<file path="config.mk">
export PLATFORM = sky130hd
export DESIGN_NAME = dcp_predictor
export DESIGN_NICKNAME = d
export VERILOG_FILES = /design/src/dcp_pkg.sv /design/src/dcp_predictor.sv
export SDC_FILE = /design/constraint.sdc
export NUM_CORES = 1
export LEC_CHECK = 0
export ABC_AREA = 1
export BUFFER_PORTS_ARGS = -buffer_cell sky130_fd_sc_hd__buf_2
export CORE_ASPECT_RATIO = 0.6
export CORE_UTILIZATION = 40
export CTS_CLUSTER_SIZE = 8
export DETAILED_ROUTE_END_ITERATION = 8
export PLACE_DENSITY_LB_ADDON = 0.12
export SYNTH_ARGS = -nofsm -noshare
export SYNTH_HDL_FRONTEND = slang
export SYNTH_SLANG_ARGS = --single-unit
</file>
<file path="constraint.sdc">
create_clock -name clock -period 14.8 [get_ports clock]
set_input_delay 0.74 -clock clock [delete_from_list [all_inputs] [get_ports clock]]
set_output_delay 0.74 -clock clock [all_outputs]
set_load 0.01 [all_outputs]
</file>
<file path="src/dcp_pkg.sv">
`default_nettype none
// ----------------------------------------------------------------------------
// dcp_pkg
// Shared types and constants for the intra DC prediction and reconstruction
// block.
// ----------------------------------------------------------------------------
package dcp_pkg;

   localparam int MAX_BAND_WIDTH = 1024;
   localparam int COEFF_BITS     = 16;
   localparam int COL_BITS       = $clog2(MAX_BAND_WIDTH);
   localparam int WIDTH_BITS     = 11;

   localparam logic [WIDTH_BITS-1:0] BAND_WIDTH_RESET = WIDTH_BITS'(64);
   localparam logic [WIDTH_BITS-1:0] BAND_WIDTH_MAX   = WIDTH_BITS'(MAX_BAND_WIDTH);
   localparam logic [WIDTH_BITS-1:0] BAND_WIDTH_MIN   = WIDTH_BITS'(1);

   // Three-neighbor sum is biased positive, then divided by 3 with a
   // reciprocal multiply. The bias is a multiple of 3, so the floor carries.
   localparam int SUM_BITS   = COEFF_BITS + 2;
   localparam int SUM_BIAS   = 3 * (1 << (COEFF_BITS - 1)) * 2;
   localparam int DIV3_SHIFT = SUM_BITS + 1;
   localparam int DIV3_MULT  = ((1 << DIV3_SHIFT) + 2) / 3;
   localparam int PROD_BITS  = 2 * SUM_BITS;

   typedef struct packed {
      logic signed [COEFF_BITS-1:0] residual_in;
      logic                         skipped;
      logic                         band_start;
   } req_type;

   typedef struct packed {
      logic signed [COEFF_BITS-1:0] reconstructed;
      logic signed [COEFF_BITS-1:0] prediction_out;
      logic                         neighbourhood_nonzero;
      logic                         row_end;
   } rsp_type;

   // position of one coefficient in the band
   typedef struct packed {
      logic [COL_BITS-1:0] col;
      logic                first_row;
      logic                row_end;
   } pos_type;

   // one line store entry
   typedef struct packed {
      logic signed [COEFF_BITS-1:0] value;
      logic                         nonzero;
   } line_type;

endpackage : dcp_pkg
`default_nettype wire

</file>
<file path="src/dcp_predictor.sv">
`default_nettype none
// ----------------------------------------------------------------------------
// dcp_predictor
// Neighbor prediction, residual add with saturation and context flag.
// Holds the left and upper-left neighbor state.
// ----------------------------------------------------------------------------
module dcp_predictor
   import dcp_pkg::*;
(
   input  wire logic     clock,
   input  wire logic     reset,
   input  wire logic     advance,
   input  wire req_type  item,
   input  wire pos_type  pos,
   input  wire line_type up,
   output rsp_type       rsp,
   output line_type      wr_entry
);

   logic signed [COEFF_BITS-1:0] left_value_ff;
   logic signed [COEFF_BITS-1:0] left_value_in;
   logic signed [COEFF_BITS-1:0] upleft_value_ff;
   logic signed [COEFF_BITS-1:0] upleft_value_in;
   logic                         left_nz_ff;
   logic                         left_nz_in;
   logic                         upleft_nz_ff;
   logic                         upleft_nz_in;

   logic signed [SUM_BITS:0]     sum;
   logic [SUM_BITS-1:0]          biased;
   logic [PROD_BITS-1:0]         prod;
   logic [COEFF_BITS-1:0]        quot;
   logic signed [COEFF_BITS-1:0] pred_avg;
   logic signed [COEFF_BITS-1:0] pred;
   logic signed [COEFF_BITS-1:0] resid;
   logic signed [COEFF_BITS:0]   total;
   logic signed [COEFF_BITS-1:0] rec;
   logic                         nz;
   logic                         not_col0;

   // floor((left + upleft + up + 1) / 3)
   always_comb begin
      sum = (SUM_BITS+1)'(left_value_ff) + (SUM_BITS+1)'(upleft_value_ff)
          + (SUM_BITS+1)'(up.value) + (SUM_BITS+1)'(1)
          + (SUM_BITS+1)'(SUM_BIAS / 2);
      biased = sum[SUM_BITS-1:0];
      prod   = PROD_BITS'(biased) * PROD_BITS'(DIV3_MULT);
      quot   = prod[DIV3_SHIFT +: COEFF_BITS];
      // remove bias / 3, a half-range offset
      pred_avg = {~quot[COEFF_BITS-1], quot[COEFF_BITS-2:0]};
   end

   always_comb begin
      not_col0 = (pos.col != '0);
      if (pos.first_row) begin
         pred = not_col0 ? left_value_ff : '0;
      end else if (!not_col0) begin
         pred = up.value;
      end else begin
         pred = pred_avg;
      end

      resid = item.skipped ? '0 : item.residual_in;
      nz    = (resid != '0);
      total = (COEFF_BITS+1)'(resid) + (COEFF_BITS+1)'(pred);
      if (total[COEFF_BITS] != total[COEFF_BITS-1]) begin
         rec = {total[COEFF_BITS], {(COEFF_BITS-1){~total[COEFF_BITS]}}};
      end else begin
         rec = total[COEFF_BITS-1:0];
      end

      rsp.reconstructed         = rec;
      rsp.prediction_out        = pred;
      rsp.neighbourhood_nonzero = (!pos.first_row && up.nonzero)
                                | (not_col0 && left_nz_ff)
                                | (!pos.first_row && not_col0 && upleft_nz_ff);
      rsp.row_end               = pos.row_end;

      wr_entry.value   = rec;
      wr_entry.nonzero = nz;
   end

   always_comb begin
      left_value_in   = advance ? rec        : left_value_ff;
      left_nz_in      = advance ? nz         : left_nz_ff;
      upleft_value_in = advance ? up.value   : upleft_value_ff;
      upleft_nz_in    = advance ? up.nonzero : upleft_nz_ff;
   end

   always_ff @(posedge clock) begin
      if (reset) begin
         left_value_ff   <= '0;
         upleft_value_ff <= '0;
         left_nz_ff      <= 1'b0;
         upleft_nz_ff    <= 1'b0;
      end else begin
         left_value_ff   <= left_value_in;
         upleft_value_ff <= upleft_value_in;
         left_nz_ff      <= left_nz_in;
         upleft_nz_ff    <= upleft_nz_in;
      end
   end

endmodule : dcp_predictor
`default_nettype wire
</file>
**Word-level counts from Yosys, hierarchy flattened**

Index checks and enable logic that the tools add are counted.

- Add/sub/neg operators: 5
- $mul: 1
- Divide/modulo/power cells: 0
- $lt $le $gt $ge: 0
- Eq/ne operators: 1
- Shift operators: 0
- Muxes and demuxes: 5
- Bitwise gates (word level): 4
- Reduce and logical (&&, ||, !) cells: 7

Operator list:

| cell | count |
|---|---|
| 2-to-1 mux 16 bit | 5 |
| multiplier 18 x 18 -> 35 bit (second input constant) | 1 |
| adder 16 x 16 -> 17 bit | 2 |
| adder 17 x 16 -> 18 bit | 1 |
| adder 18 bit (second input constant) | 1 |
| adder 18 x 2 -> 18 bit (second input constant) | 1 |
| nonzero test 16 bit | 1 |
| nonzero test 10 bit | 1 |
| logical AND 1 bit | 4 |
| inverter 1 bit | 2 |
| OR 1 bit | 2 |
| zero test 1 bit | 1 |
| inequality test 1 bit | 1 |

- Flip-flop bits (word level): 34
- Latch bits: 0
- Bits in writable memories: 0
- ROM bits: 0
- Input port bits: 50
- Output and inout bits: 51
- Word-level logic and storage cells: 27
- Memories: 0

**Logic depth before layout (Yosys ltp)**

- Depth after elaboration: 11
- Mapped depth: 53
- Gate-level depth less buffers: 52

**Worst setup path before layout**

No wires, ideal clock.

- Path type: input -> output
- Start point: input up[2] (netlist name)
- End point: output wr_entry[5] (netlist name)
- Arrival time: 8.945 ns
- Required time: 14.060 ns
- Setup slack: 5.115 ns
- Stages: 45
- Buffers on the path: 2
- Cells stage by stage: inv_1 fa_1 inv_1 ha_1 ha_1 fa_1 nand2_2 nand2_1 nand3b_1 nand2_4 a21oi_4 o21bai_4 xor2_2 inv_2 ha_1 ha_1 inv_1 fa_1 [... 9 more ...] nand2_1 or2_2 nand4_1 nand3_1 a21oi_1 ha_1 nand2_1 nor2_1 nor2_1 nand2_2 nand2_1 nand3_2 nand2_2 nand2_4 buf_6 nand2_2 nand2_1 buf_4

RTL lines:

| element | RTL line | source |
|---|---|---|
| from (decl) | dcp_predictor.sv:15 | `input wire line_type up,` |
| to (decl) | dcp_predictor.sv:17 | `output line_type wr_entry` |

==> metrics.cfg <==
[sta]
fin_crit_ps = 11840
fin_skew_ps = 7.09
fmax_mhz = 84.5
rsz0062_at_grt = no
tns_ps = 0
worstMarginPinSlew_ps = 925
drv_slew = 0
maxSlewHeadroom_pct = 38.3
setup_viol = 0
fin_crit_sh_pct = 80.0
hold_violations = 0

[outcome]
run_status = finished, final reports clean

[detailed_routing]
drt_iter0_drc = 810
routedWlPerCell_um = 17.0
vias = 10120
drc_errors = 0
viasPerCell = 4.91
first_pass_iters = 8
antenna_left = 0
totalWireLength_um = 35100

[floorplan]
die_h_um = 133
row_count = 47
io_pins = 101
dieArea_mm2 = 0.0292
fp.coreArea_mm2 = 0.0278
die_w_um = 220
initial_core_util_pct = 41.1

[clock_tree]
h-tree-depth = 2
clock-sinks = 34
hold_buffers = 0
numCtsBuffers = 5
clock_path_buffers = 2
cts_setup_buffers = 0
clockRootBuffer = clkbuf_16
clk_latency_ps = 300
cts_resized = 0
path_clk_slew_ps = 60
cts_tree = built

[flow_run]
maxCapViolCount = 0

[cells_and_area]
n_antenna_cell = 0
stdcell_area_mm2 = 0.0123
layout_common_cells = inv_1, nand2_1, ha_1, fa_1, nor2_1
fillCellCount = 2988
finalNetCount = 2060
syn_to_final_growth_pct = 8.06
layout_commonest_cell = inv_1
drive_gt1_share_pct = 9.61

[worst_setup_path]
critical_path_buf_inv_count = 10
worst_ep_arrival_time_ps = 11100
endpoint_kind = primary output
crit_fanout = 16
path_common_cell = nand2_1
crit_slowest_cell = fa_1
cp_data_required_time_ps = 14060
cpPeakStageDelay_ps = 630
crit_family = adder cells
cp-start-kind = primary input
setup.worst_path.class = in2out

[global_routing]
overflow = 0
grt_max_degree = 50
antenna_found_initial = 0
grt.total_usage_pct = 25.0
grt_pass1_vias = 9681
grt_pass1_wl_um = 55100

[synth]
synth_area_leaders = ha_1, fa_1, inv_1
ys_warn_count = 0
netlist-cell-type-count = 43
synth_top_area_share_pct = 21.7
synth_fp_nets = 1995
syn_area_per_cell_um2 = 6.99
synth_seq_cells = 34
syn_inst = 1630
yosysSeqAreaShare_pct = 5.97
syn-cell-area_mm2 = 0.0114
synth_area_leader_cell = ha_1

[placement]
dp_hpwl_um = 31600
gp_congestion = 0.943
portBuffers = 97
place_area_mm2 = 0.0121

[min_path]
hold_path_class = reg2reg

[synth_stat cells, drive strengths merged]
master and number:
dfxtp 34, nand3b 6, nand4 8, a21oi 84, nor2 109, nor3 12
o22ai 3, xnor2 17, and2 1, or2 1, buf 30, a21boi 1
o21a 4, inv 450, nor4 8, fa 117, nand2 349, a211oi 16
and3 1, xor2 36, o21ai 40, clkbuf 12, ha 198, nand3 77
a21o 6, o21bai 10
[path summary, 6_finish.rpt]
kind,from,end,slack [ps],cells after the start
max reg2reg,left_value_ff[3],left_value_ff[5],4260,42
min reg2reg,upleft_value_ff[14],upleft_value_ff[14],480,2
min,upleft_value_ff[14],upleft_value_ff[14],480,2
max,up[4],rsp[23],2960,42
[flip-flops by register name, indices dropped and copies added (netlist names)]
signal,count
left_value_ff,16
upleft_nz_ff,1
left_nz_ff,1
upleft_value_ff,16
[worst reg2reg max path: cells and delay by family, from the launching register on]
family | cells | cell delay [ps]
AO/OA/AOI/OAI | 6 | 1440
XOR/XNOR | 1 | 500
adder cells (fa/ha/maj) | 11 | 5210
buffers and inverters | 9 | 900
flip-flops | 1 | 330
AND/OR/NAND/NOR | 15 | 2080
[kinds of logic after synthesis]
| family | after synthesis | synth area share [%] |
|---|---|---|
| compound gates | 164 | 8.51 |
| buf+inv | 492 | 16.9 |
| fa+ha+maj | 315 | 42.3 |
| flops | 34 | 5.97 |
| xor+xnor | 53 | 4.93 |
| simple gates | 572 | 21.4 |
[layer usage]
metal,vias to the layer above,GRT usage [%],part of all wire (%)
met5,-,0,0
met1,4717,42.1,55
met4,0,1.95,0.51
met3,12,7.66,10
li1,5075,-,-
met2,316,30.5,34
[layout make-up]
cell class | instances | area, um^2 | area share (%)
clock buffers | 5 | 125 | 1.02
clock inverters | 3 | 68.8 | 0.559
inverters | 450 | 1690 | 13.7
multi-input cells | 1104 | 8790 | 71.3
flip-flops and latches | 34 | 681 | 5.53
well taps | 367 | 459 | 3.73
repair buffers | 100 | 508 | 4.12
[metrics by stage]
step	cells	hold WS (ps)	utilization, %	setup WS (ps)
detailed placement	2055	469	43.7	3090
global placement	2055	450	43.7	3100
CTS	2063	477	44.4	3050
finish	2063	478	44.4	2960
global route	2063	489	44.4	2350
floorplan	1630	441	-	5110
Power is left out: the tool's default activity adds up to more than one toggle a clock period on the data nets, which glitch-free logic cannot reach.
