File: src/dcp_pkg.sv
`default_nettype none
// ----------------------------------------------------------------------------
// dcp_pkg
// Shared types and constants for the intra DC prediction and reconstruction
// block.
// ----------------------------------------------------------------------------
package dcp_pkg;

   localparam int MAX_BAND_WIDTH = 1024;
   localparam int COEFF_BITS     = 16;
   localparam int COL_BITS       = $clog2(MAX_BAND_WIDTH);
   localparam int WIDTH_BITS     = 11;

   localparam logic [WIDTH_BITS-1:0] BAND_WIDTH_RESET = WIDTH_BITS'(64);
   localparam logic [WIDTH_BITS-1:0] BAND_WIDTH_MAX   = WIDTH_BITS'(MAX_BAND_WIDTH);
   localparam logic [WIDTH_BITS-1:0] BAND_WIDTH_MIN   = WIDTH_BITS'(1);

   // Three-neighbor sum is biased positive, then divided by 3 with a
   // reciprocal multiply. The bias is a multiple of 3, so the floor carries.
   localparam int SUM_BITS   = COEFF_BITS + 2;
   localparam int SUM_BIAS   = 3 * (1 << (COEFF_BITS - 1)) * 2;
   localparam int DIV3_SHIFT = SUM_BITS + 1;
   localparam int DIV3_MULT  = ((1 << DIV3_SHIFT) + 2) / 3;
   localparam int PROD_BITS  = 2 * SUM_BITS;

   typedef struct packed {
      logic signed [COEFF_BITS-1:0] residual_in;
      logic                         skipped;
      logic                         band_start;
   } req_type;

   typedef struct packed {
      logic signed [COEFF_BITS-1:0] reconstructed;
      logic signed [COEFF_BITS-1:0] prediction_out;
      logic                         neighbourhood_nonzero;
      logic                         row_end;
   } rsp_type;

   // position of one coefficient in the band
   typedef struct packed {
      logic [COL_BITS-1:0] col;
      logic                first_row;
      logic                row_end;
   } pos_type;

   // one line store entry
   typedef struct packed {
      logic signed [COEFF_BITS-1:0] value;
      logic                         nonzero;
   } line_type;

endpackage : dcp_pkg
`default_nettype wire

File: src/dcp_position.sv
`default_nettype none
// ----------------------------------------------------------------------------
// dcp_position
// Band width register and raster position tracking (column, first row,
// row end) for each accepted coefficient.
// ----------------------------------------------------------------------------
module dcp_position
   import dcp_pkg::*;
(
   input  wire logic                  clock,
   input  wire logic                  reset,
   input  wire logic                  csr_write,
   input  wire logic [WIDTH_BITS-1:0] csr_data,
   input  wire logic                  accept,
   input  wire logic                  band_start,
   output pos_type                    pos
);

   logic [WIDTH_BITS-1:0] band_width_ff;
   logic [WIDTH_BITS-1:0] band_width_in;
   logic [COL_BITS-1:0]   column_count_ff;
   logic [COL_BITS-1:0]   column_count_in;
   logic                  on_first_row_ff;
   logic                  on_first_row_in;
   logic [WIDTH_BITS-1:0] width_eff;
   logic [WIDTH_BITS-1:0] col_next;

   always_comb begin
      if (band_width_ff == '0) begin
         width_eff = BAND_WIDTH_MIN;
      end else if (band_width_ff > BAND_WIDTH_MAX) begin
         width_eff = BAND_WIDTH_MAX;
      end else begin
         width_eff = band_width_ff;
      end
   end

   always_comb begin
      pos.col       = band_start ? '0 : column_count_ff;
      pos.first_row = band_start | on_first_row_ff;
      col_next      = {1'b0, pos.col} + BAND_WIDTH_MIN;
      pos.row_end   = (col_next >= width_eff);
   end

   always_comb begin
      band_width_in   = csr_write ? csr_data : band_width_ff;
      column_count_in = column_count_ff;
      on_first_row_in = on_first_row_ff;
      if (accept) begin
         column_count_in = pos.row_end ? '0 : col_next[COL_BITS-1:0];
         on_first_row_in = pos.row_end ? 1'b0 : pos.first_row;
      end
   end

   always_ff @(posedge clock) begin
      if (reset) begin
         band_width_ff   <= BAND_WIDTH_RESET;
         column_count_ff <= '0;
         on_first_row_ff <= 1'b1;
      end else begin
         band_width_ff   <= band_width_in;
         column_count_ff <= column_count_in;
         on_first_row_ff <= on_first_row_in;
      end
   end

endmodule : dcp_position
`default_nettype wire

File: config.mk
export PLATFORM = sky130hd
export DESIGN_NAME = dcp_position
export DESIGN_NICKNAME = d
export VERILOG_FILES = /design/src/dcp_pkg.sv /design/src/dcp_position.sv
export SDC_FILE = /design/constraint.sdc
export NUM_CORES = 1
export LEC_CHECK = 0
export BUFFER_PORTS_ARGS = -buffer_cell sky130_fd_sc_hd__buf_4
export CAP_MARGIN = 20
export CORE_MARGIN = 2
export CORE_UTILIZATION = 40
export DETAILED_ROUTE_END_ITERATION = 12
export PLACE_DENSITY = 0.61
export SYNTH_ARGS = -nofsm -noshare
export SYNTH_HDL_FRONTEND = slang
export SYNTH_SLANG_ARGS = --single-unit
File: constraint.sdc
create_clock -name clock -period 3 [get_ports clock]
set_input_delay 0.15 -clock clock [delete_from_list [all_inputs] [get_ports clock]]
set_output_delay 0.15 -clock clock [all_outputs]
set_load 0.02 [all_outputs]
### Word-level counts from Yosys, hierarchy flattened

Cells that the tools add are included.

| storage, ports and cells | value |
|---|---|
| register bits | 22 |
| output and inout bits | 12 |
| word-level logic and storage cells | 13 |

| operators by class | value |
|---|---|
| $add $sub $neg | 1 |
| order comparisons | 2 |
| mux-type cells | 5 |
| bitwise gates (word level) | 1 |
| reduce and logical (&&, ||, !) cells | 1 |

Operator list:

| operator | count |
|---|---|
| $mux 11 | 2 |
| $mux 10 | 2 |
| $add 10x1->11 const B | 1 |
| $ge 11x11->1 | 1 |
| $gt 11x11->1 const B | 1 |
| $logic_not 11->1 | 1 |
| $mux 1 | 1 |
| $or 1x1->1 | 1 |

### Logic depth before layout (Yosys ltp)

Gate-level depths: netlist of run 1.

| depth | value |
|---|---|
| depth after elaboration | 5 |
| mapped depth | 14 |

### Worst setup path after synthesis of run 1

OpenSTA, ideal clock, no wires.

| timing | value |
|---|---|
| path kind | reg-to-reg |
| from | register column_count_ff[0] |
| to | register column_count_ff[6] |
| data arrival time | 2.868 ns |
| path slack | 0.039 ns |
| stages on the path, launching flop included | 13 |
| path buffers | 0 |
| clock period less this slack | 2.961 ns |
| path through | dfxtp_1 -> nor2b_1 -> ha_1 -> and4_1 -> nand4_1 -> xor2_1 -> inv_1 -> ha_1 -> a21oi_1 -> o21ai_0 -> a21oi_2 -> nand2_2 -> o32ai_1 |

RTL lines:

| item | line | RTL |
|---|---|---|
| start, declared | dcp_position.sv:21 | `logic [COL_BITS-1:0] column_count_ff;` |
| start signal, assigned | dcp_position.sv:62 | `column_count_ff <= column_count_in;` |

==> flow_summary.toml, run 1 <==
[status]
run_status = "finished, final reports clean"

[sta]
fmax_mhz = 360
worst_tran_pin_value_ns = 0.365
max_slew_margin_pct = 75.7
timing.final.crit_share_pct = 92.5
period_minus_slack_ns = 2.78
timing.clock.skew_ns = 0.00268
finalHoldViolations = 0
setup-violations-final = 0
report.final.slew_viol_count = 0
setup_slack_ns = 0.225

[critical_path]
crit_chain = "nor2b_2 -> ha_2 -> and4_1 -> nand4_1 -> xor2_1 -> inv_1 -> ha_1 -> a21oi_1 -> o21ai_0 -> a21oi_2 -> nand2_2 -> buf_4"
required_ns = 2.85
critPathLaunchType = "register"
cp_num_buf_inv = 2
critPathMaxStageDelay_ns = 0.36
crit_fanout = 4
crit_path_end_kind = "output pin"
timing.setup.critical_path_class = "register to output pin"
crit_slowest_cell = "sky130_fd_sc_hd__dfxtp_2"
cpLargestDelayFamily = "simple AND/OR/NAND/NOR gates"
critical_path_arrival_ns = 2.63

[synthesis]
post_synth_inst_count = 163
synth_top_flop_cell = "sky130_fd_sc_hd__dfxtp_1"
synth_register_bits = 22
yosys.cell_count.top_type = "sky130_fd_sc_hd__nand2_1"
synth_enable_flop_cells = 0
synth.largest_area_cell = "sky130_fd_sc_hd__dfxtp_1"
post_synthesis_net_count = 191
ys_top_cells_by_area = "sky130_fd_sc_hd__dfxtp_1 (32%), sky130_fd_sc_hd__ha_1 (11%), sky130_fd_sc_hd__mux2i_1 (7.3%), sky130_fd_sc_hd__nand2_1 (7.2%), sky130_fd_sc_hd__nor2_1 (4.7%)"
synthTopCellsByCount = "sky130_fd_sc_hd__nand2_1 (26), sky130_fd_sc_hd__dfxtp_1 (22), sky130_fd_sc_hd__nor2_1 (17)"
synth_top_area_share_pct = 32.3
synth_async_sr_flop_share_pct = 0
synth_warnings = 0
ys_seq_area_share_pct = 32.3
syn-cell-area_sq_um = 1360
post_synth_num_cell_types = 36
synth_area_per_cell_sq_um = 8.37

[clock_network]
cts_root_buffer = "sky130_fd_sc_hd__clkbuf_4"
cts_num_sinks = 22
h-tree-depth = 1
clk-insertion-delay-late_ns = 0.30
path_clk_slew_ns = 0.12
cts_made_buffers = 3
cts_tree = "yes"
cts_buffer_depth = 2

[placed_design]
placed_area_sq_um = 1600
pre_cts_slack_ns = 0.163
gp_congestion = 0.826
port_buffers = 27
place_hpwl_um = 2470

[layout]
finish.instance_area_sq_um = 1690
syn2layout_area_growth_pct = 23.9
final_net_count = 223
diodes_inserted = 0
final_layout_size_suffix_gt1_share_pct = 28.0
fill_cells = 343

[die]
die_width_um = 62.4
die_height_um = 62.4
fp.dieArea_sq_um = 3890
number_of_standard_cell_rows_in_the_floorplan = 21
num_io_pins = 28
core_area_sq_um = 3310
initial_core_util_pct = 41.2

[detailed_routing]
detailroute.via_count = 1249
first_pass_iters = 4
route.detailed.vias_per_inst = 5.23
first_iter_violations = 44
wl_per_cell_um = 13.4
remaining_design_rule_violation_count = 0
ant_nets_after_route = 0
route.final.wire_length_um = 3210

[pwr]
power_density_nw_per_um2 = 327
p_leak_nw = 0.758
ir_worst_vdd_v = 0.000203

[global_routing]
maximum_number_of_pins_on_one_net_before_global_route_repair = 24
wire_length_of_the_first_global_routing_pass_um = 5380
grt_pass1_vias = 1220
initial_antenna_violation_count = 0
global_route.usage.total_pct = 17.0
grt_remaining_overflow = 0

[min_path]
hold_path.class = "input port to register"

[job]
timing.max_cap.violations = 0
-- flip-flops by register name, summed over array words and instances, names as in the netlist --
| signal | count |
|---|---|
| on_first_row_ff | 1 |
| column_count_ff | 10 |
| band_width_ff | 11 |
-- power by group --
| part | total [mW] | switching (mW) | internal (mW) |
|---|---|---|---|
| combinational | 0.103 | 0.0546 | 0.0485 |
| sequential | 0.313 | 0.00914 | 0.304 |
| clock | 0.137 | 0.0900 | 0.0467 |
| total | 0.553 | 0.154 | 0.399 |
-- path summary, 6_finish.rpt --
path | start | endpoint | slack (ns) | cells past startpoint
min | csr_data[6] | band_width_ff[6] | 0.04 | 2
min reg2reg | column_count_ff[4] | column_count_ff[4] | 0.48 | 2
max reg2reg | column_count_ff[1] | column_count_ff[6] | 0.35 | 13
max | column_count_ff[1] | pos[0] | 0.22 | 12
-- placed cells by master (no fill, tap or decap), drive strengths merged --
cell type,count
nor2b,10
nor3,2
buf,34
xnor2,5
clkinv,1
ha,12
a32oi,1
nand2,27
and3,1
o21ai,3
nand3,2
nor4,2
a31oi,1
a211o,1
o32ai,4
o21bai,1
nand4,7
and2b,2
dfxtp,22
a21oi,13
mux2i,10
clkbuf,3
inv,5
nor2,17
or2,1
nand2b,2
and4,1
xor2,3
-- area by class of cell --
type | instances | area (sq um) | share of cell area, %
Clock buffer | 3 | 22.5 | 1.33
Timing Repair Buffer | 34 | 255 | 15.1
Sequential cell | 22 | 443 | 26.2
Inverter | 6 | 22.5 | 1.33
Tap cell | 46 | 57.6 | 3.40
Multi-Input combinational cell | 128 | 890 | 52.6
-- per-stage QoR --
| stage | utilization, % | setup TNS (ns) | hold slack [ns] | cells | power, mW |
|---|---|---|---|---|---|
| 3_5_place_dp | 48.4 | 0 | 0.361 | 230 | 0.414 |
| 6_report | 51.1 | 0 | 0.0447 | 239 | 0.553 |
| 3_3_place_gp | 48.4 | 0 | 0.363 | 230 | 0.409 |
| 5_1_grt | 51.1 | -0.0128 | 0.0243 | 239 | 0.589 |
| 4_1_cts | 49.5 | 0 | 0.0405 | 235 | 0.552 |
| 2_1_floorplan | - | 0 | 0.249 | 163 | 0.378 |
-- cell families after synthesis --
| kind of cell | count (synthesis) | synth area share [%] |
|---|---|---|
| buffers and inverters | 13 | 3.76 |
| DFF | 22 | 32.3 |
| muxes | 10 | 7.34 |
| AOI/OAI and AO/OA | 24 | 12.1 |
| xor gates and xnor gates | 8 | 5.14 |
| and+or+nand+nor | 74 | 28.3 |
| adders and majority gates | 12 | 11.0 |
-- layer usage --
| layer | track usage (%) | vias up | wire (um) |
|---|---|---|---|
| met5 | 0 | - | 0 |
| met1 | 21.0 | 587 | 1420 |
| met3 | 3.24 | 8 | 129 |
| met4 | 6.11 | 0 | 65 |
| li1 | - | 623 | - |
| met2 | 29.5 | 31 | 1600 |
-- timing repair --
item / CTS / global route
setup buffers: 2 / 4
endpoints found under the setup margin: 1 / 3
pin swaps: 0 / 3
resized for setup: 0 / 7
hold buffers: 0 / 0
endpoints found under the hold margin: 0 / 0
Note: power is estimated with default switching activity, not from simulation.
==> run 2: changes to the inputs <==
clock period = 3.15 ns   (was 3 ns; I/O delays follow)
==> run 2 against run 1 <==
First-iteration DRC count rose by 25%. Count of clock-buffer cells in the layout increased by 1. Global-route usage shrank 0.34 points. Critical path type unchanged. Largest power group unchanged.
==> flow_summary.toml, run 2 (synthesis results as in run 1) <==
[status]
run_status = "finished, final reports clean"

[critical_path]
crit_slowest_cell = "sky130_fd_sc_hd__dfxtp_1"
crit_fanout = 5
crit_chain = "nor2b_2 -> ha_2 -> and4_1 -> nand4_1 -> xor2_1 -> inv_1 -> ha_1 -> a21oi_1 -> o21ai_0 -> a21oi_2 -> nand2_2 -> buf_4"
critPathLaunchType = "register"
critical_path_arrival_ns = 2.77
r2r_start = "column_count_ff[0]"
timing.setup.critical_path_class = "register to output pin"
required_ns = 2.99
crit_path_end_kind = "output pin"
critPathMaxStageDelay_ns = 0.37
cp-startpoint = "column_count_ff[0]"

[layout]
layout.cells.most_common = "sky130_fd_sc_hd__buf_4"
syn2layout_area_growth_pct = 22.9
largest_reg_flops = 11
mostFrequentLayoutCells = "sky130_fd_sc_hd__buf_4 (32), sky130_fd_sc_hd__nand2_1 (26), sky130_fd_sc_hd__dfxtp_1 (22)"
area.sequential_sq_um = 440
final_layout_size_suffix_gt1_share_pct = 26.0
finish.instance_area_sq_um = 1680
final_net_count = 221
fill_cells = 341
diodes_inserted = 0
largest_registers = "band_width_ff (11), column_count_ff (10), on_first_row_ff (1)"
finish.cell_count_without_fillers = 238
multi_input_comb_area_sq_um = 880
max_flop_register = "band_width_ff"
final_core_utilization_pct = 50.6

[die]
number_of_standard_cell_rows_in_the_floorplan = 21
die_height_um = 62.4
initial_core_util_pct = 41.2
fp.dieArea_sq_um = 3890
num_io_pins = 28
die_width_um = 62.4
core_area_sq_um = 3310

[sta]
setup-violations-final = 0
timing.final.crit_share_pct = 93.1
period_minus_slack_ns = 2.93
max_slew_margin_pct = 77.3
hold_ws_ns = 0.0598
setup_tns_ns = 0
fmax_mhz = 341
finalHoldViolations = 0
setup_slack_ns = 0.218
worst_tran_pin_value_ns = 0.340
rsz0062_at_grt = "no"
report.final.slew_viol_count = 0
timing.clock.skew_ns = 0.00150

[global_routing]
maximum_number_of_pins_on_one_net_before_global_route_repair = 24
grt_pass1_vias = 1158
global_route.usage.total_pct = 16.7
grt_remaining_overflow = 0
initial_antenna_violation_count = 0
wire_length_of_the_first_global_routing_pass_um = 5370

[pwr]
totalPowerFinal_mw = 0.550
p_leak_nw = 0.752
power_density_nw_per_um2 = 328
ir_worst_vdd_v = 0.000226

[placed_design]
gp_congestion = 0.832
post-place-cells = 230
port_buffers = 27
placed_area_sq_um = 1600
place_hpwl_um = 2410
pre_cts_slack_ns = 0.327

[detailed_routing]
first_pass_iters = 4
detailroute.via_count = 1200
route.detailed.vias_per_inst = 5.04
route.final.wire_length_um = 3030
remaining_design_rule_violation_count = 0
first_iter_violations = 55
wl_per_cell_um = 12.7
ant_nets_after_route = 0

[clock_network]
clk-insertion-delay-late_ns = 0.30
cts_made_buffers = 3
path_clk_slew_ns = 0.12
cts_root_buffer = "sky130_fd_sc_hd__clkbuf_4"
h-tree-depth = 1
cts_tree = "yes"
cts_buffer_depth = 2
cts_num_sinks = 22

[job]
timing.max_cap.violations = 0

[min_path]
hold_path.class = "input port to register"
hp-start = "csr_data[6]"
==> run 2: changes by cell type in the layout (fill, tap and decap cells not counted), sizes merged <==
cell	delta
buf	-2
clkbuf	+1
==> run 2: path summary, 6_finish.rpt <==
| path | endpoint | slack, ns | cells past startpoint |
|---|---|---|---|
| max | pos[0] | 0.22 | 12 |
| max reg2reg | column_count_ff[0] | 0.34 | 14 |
| min | band_width_ff[6] | 0.06 | 2 |
| min reg2reg | column_count_ff[4] | 0.48 | 2 |
==> run 2: timing repair <==
item / in CTS / in global routing
gates resized for setup: 0 / 3
hold buffers: 0 / 0
setup buffers: 0 / 4
setup endpoints to repair: 0 / 1
==> run 2: routing by layer <==
| metal | vias to the layer above | GRT usage (%) | part of all wire, % |
|---|---|---|---|
| li1 | 625 | - | - |
| met1 | 552 | 22.3 | 48 |
| met2 | 21 | 28.0 | 48 |
| met3 | 2 | 2.88 | 3.2 |
| met4 | 0 | 4.17 | 0.63 |
| met5 | - | 0 | 0 |
==> run 2: final cells by class <==
type                            instances  share of cell area, %
Multi-Input combinational cell        128                   52.5
Timing Repair Buffer                   32                   14.3
Clock buffer                            4                   2.16
Sequential cell                        22                   26.3
Tap cell                               46                   3.43
Inverter                                6                   1.34
==> run 2: worst max-delay path: cells and delay by family (launching register included) <==
kind	cells	cell delay (ns)
compound gates	3	0.48
fa+ha+maj	2	0.52
buf+inv	2	0.24
flops	1	0.37
xor+xnor	1	0.23
simple gates	4	0.63
==> run 2: report_power, final <==
part	internal, mW	switching [mW]	leakage [nW]
logic	0.0462	0.0502	0.551
clock network	0.0705	0.0859	0.0210
registers	0.289	0.00817	0.180
total	0.406	0.144	0.752
==> run 3: changes to the inputs <==
PLACE_DENSITY = default   (was 0.61)
PLACE_DENSITY_LB_ADDON = 0.3   (was default)
==> run 3 against run 2 <==
Maximum frequency is essentially flat. Hold slack lost 0.0066 ns. Non-clock buffer count is the same. Setup slack gained 0.00054 ns. Critical endpoint unchanged. Cell count is the same. Critical path depth is the same. Sequential share of layout area shrank 0.56 points.
==> flow_summary.toml, run 3 (synthesis results as in run 1) <==
[die]
die_height_um = 62.4
initial_core_util_pct = 41.2
num_io_pins = 28
number_of_standard_cell_rows_in_the_floorplan = 21
core_area_sq_um = 3310
fp.dieArea_sq_um = 3890
die_width_um = 62.4

[pwr]
ir_worst_vdd_v = 0.000301
p_leak_nw = 0.768
power_density_nw_per_um2 = 360

[critical_path]
critical_path_arrival_ns = 2.77
crit_fanout = 4
critPathLaunchType = "register"
crit_slowest_cell = "sky130_fd_sc_hd__dfxtp_1"
worst-r2r-setup-slack_ns = 0.34
required_ns = 2.99
critPathMaxStageDelay_ns = 0.38
r2r.worst_path.cells = 13
crit_chain = "nor2b_2 -> ha_2 -> and4_1 -> nand4_1 -> xor2_1 -> inv_1 -> ha_1 -> a21oi_1 -> o21ai_0 -> a21oi_2 -> nand2_2 -> buf_4"
crit_path_end_kind = "output pin"
end_of_the_worst_register_to_register_path = "column_count_ff[6]"
cpLargestDelayFamily = "simple AND/OR/NAND/NOR gates"
r2r_start = "column_count_ff[0]"
cp_num_buf_inv = 2
timing.setup.critical_path_class = "register to output pin"

[clock_network]
cts_buffer_depth = 2
cts_tree = "yes"
cts_num_sinks = 22
clk-insertion-delay-late_ns = 0.31
path_clk_slew_ns = 0.12
cts_made_buffers = 3
postCtsHoldBufs = 0
cts_root_buffer = "sky130_fd_sc_hd__clkbuf_4"
h-tree-depth = 1

[layout]
max_flop_register = "band_width_ff"
final_layout_size_suffix_gt1_share_pct = 27.6
largest_reg_flops = 11
diodes_inserted = 0
mostFrequentLayoutCells = "sky130_fd_sc_hd__buf_4 (32), sky130_fd_sc_hd__nand2_1 (26), sky130_fd_sc_hd__dfxtp_1 (22)"
syn2layout_area_growth_pct = 25.6
layout.cells.most_common = "sky130_fd_sc_hd__buf_4"
finish.instance_area_sq_um = 1710
final_net_count = 221
largest_registers = "band_width_ff (11), column_count_ff (10), on_first_row_ff (1)"
fill_cells = 332

[global_routing]
grt_remaining_overflow = 0
grt_pass1_vias = 1261
wire_length_of_the_first_global_routing_pass_um = 5220
initial_antenna_violation_count = 0
global_route.usage.total_pct = 16.4
maximum_number_of_pins_on_one_net_before_global_route_repair = 24

[min_path]
worstHoldPathCells = 2
hp-start = "csr_data[6]"
whs_endpoint = "band_width_ff[6]"
hold_path.class = "input port to register"

[detailed_routing]
first_pass_iters = 4
first_iter_violations = 58
met3WireLength_um = 185
remaining_design_rule_violation_count = 0
route.top_layer_used = "met4"
detailroute.via_count = 1284
route.detailed.vias_per_inst = 5.39
wl_per_cell_um = 13.6
detail_route.wirelength.met1_um = 1320
detailroute.wirelength.met2_um = 1710
route.final.wire_length_um = 3240
ant_nets_after_route = 0

[placed_design]
gp_congestion = 0.834
placed_area_sq_um = 1600
port_buffers = 27
place_hpwl_um = 2460
pre_cts_slack_ns = 0.272

[sta]
fmax_mhz = 341
setup_tns_ns = 0
period_minus_slack_ns = 2.93
rsz0062_at_grt = "no"
max_slew_margin_pct = 75.9
setup-violations-final = 0
setup_slack_ns = 0.218
timing.final.crit_share_pct = 93.1
worst_tran_pin_value_ns = 0.361
report.final.slew_viol_count = 0
finalHoldViolations = 0
timing.clock.skew_ns = 0.00164

[job]
timing.max_cap.violations = 0

[status]
run_status = "finished, final reports clean"
==> run 3: cell count changes in the layout (fill, tap and decap cells not counted), sizes merged <==
| cell | before | now |
|---|---|---|
| bufinv | 0 | 1 |
| clkbuf | 4 | 3 |
==> run 3: where the power goes <==
group	switching (mW)	total [mW]	internal [mW]
Sequential	0.00840	0.297	0.289
Clock	0.0893	0.218	0.129
Combinational	0.0529	0.101	0.0478
==> run 3: final cells by class <==
cell class,instances,area [sq um],share of cell area (%)
multi-input cells,128,900,52.5
flip-flops and latches,22,440,25.7
repair buffers,32,240,14.0
well taps,46,57.6,3.36
clock inverters,1,30.0,1.75
clock buffers,3,22.5,1.31
inverters,6,22.5,1.31
==> run 3: per-stage QoR <==
stage | util, % | power [mW] | hold WS (ns) | std cells
floorplan | - | 0.360 | 0.256 | 163
global placement | 48.4 | 0.389 | 0.370 | 230
detailed placement | 48.4 | 0.394 | 0.373 | 230
CTS | 50.2 | 0.614 | 0.0370 | 235
global route | 51.7 | 0.648 | 0.0475 | 238
finish | 51.7 | 0.616 | 0.0531 | 238
==> run 3: timing repair <==
action / 4_1_cts / 5_1_grt
buffers inserted: 1 / 3
endpoints found under the setup margin: 1 / 1
pin swaps: 0 / 2
gates resized for setup: 0 / 8
==> run 3: worst max path at each step <==
stage,endpoint,slack (ns),startpoint,cells past startpoint
2_1_floorplan,column_count_ff[6],0.19,column_count_ff[0],12
3_3_place_gp,column_count_ff[7],0.47,band_start,13
3_5_place_dp,column_count_ff[6],0.27,column_count_ff[0],12
4_1_cts,pos[0],0.13,column_count_ff[0],11
5_1_grt,pos[0],0.008,column_count_ff[0],12
6_report,pos[0],0.22,column_count_ff[0],12
==> run 3: layer usage <==
metal,global-route usage (%),up-vias
met3,5.59,6
met2,30.4,43
met1,17.9,611
li1,-,624
met5,0,-
met4,4.17,0
==> run 3: worst reg2reg max path, delay by kind of cell, from the launching register on <==
| family | cells | cell delay (ns) |
|---|---|---|
| AO/OA/AOI/OAI | 4 | 0.64 |
| AND/OR/NAND/NOR | 4 | 0.68 |
| XOR/XNOR | 1 | 0.26 |
| flip-flops | 1 | 0.38 |
| buffers and inverters | 2 | 0.23 |
| adder cells (fa/ha/maj) | 2 | 0.52 |
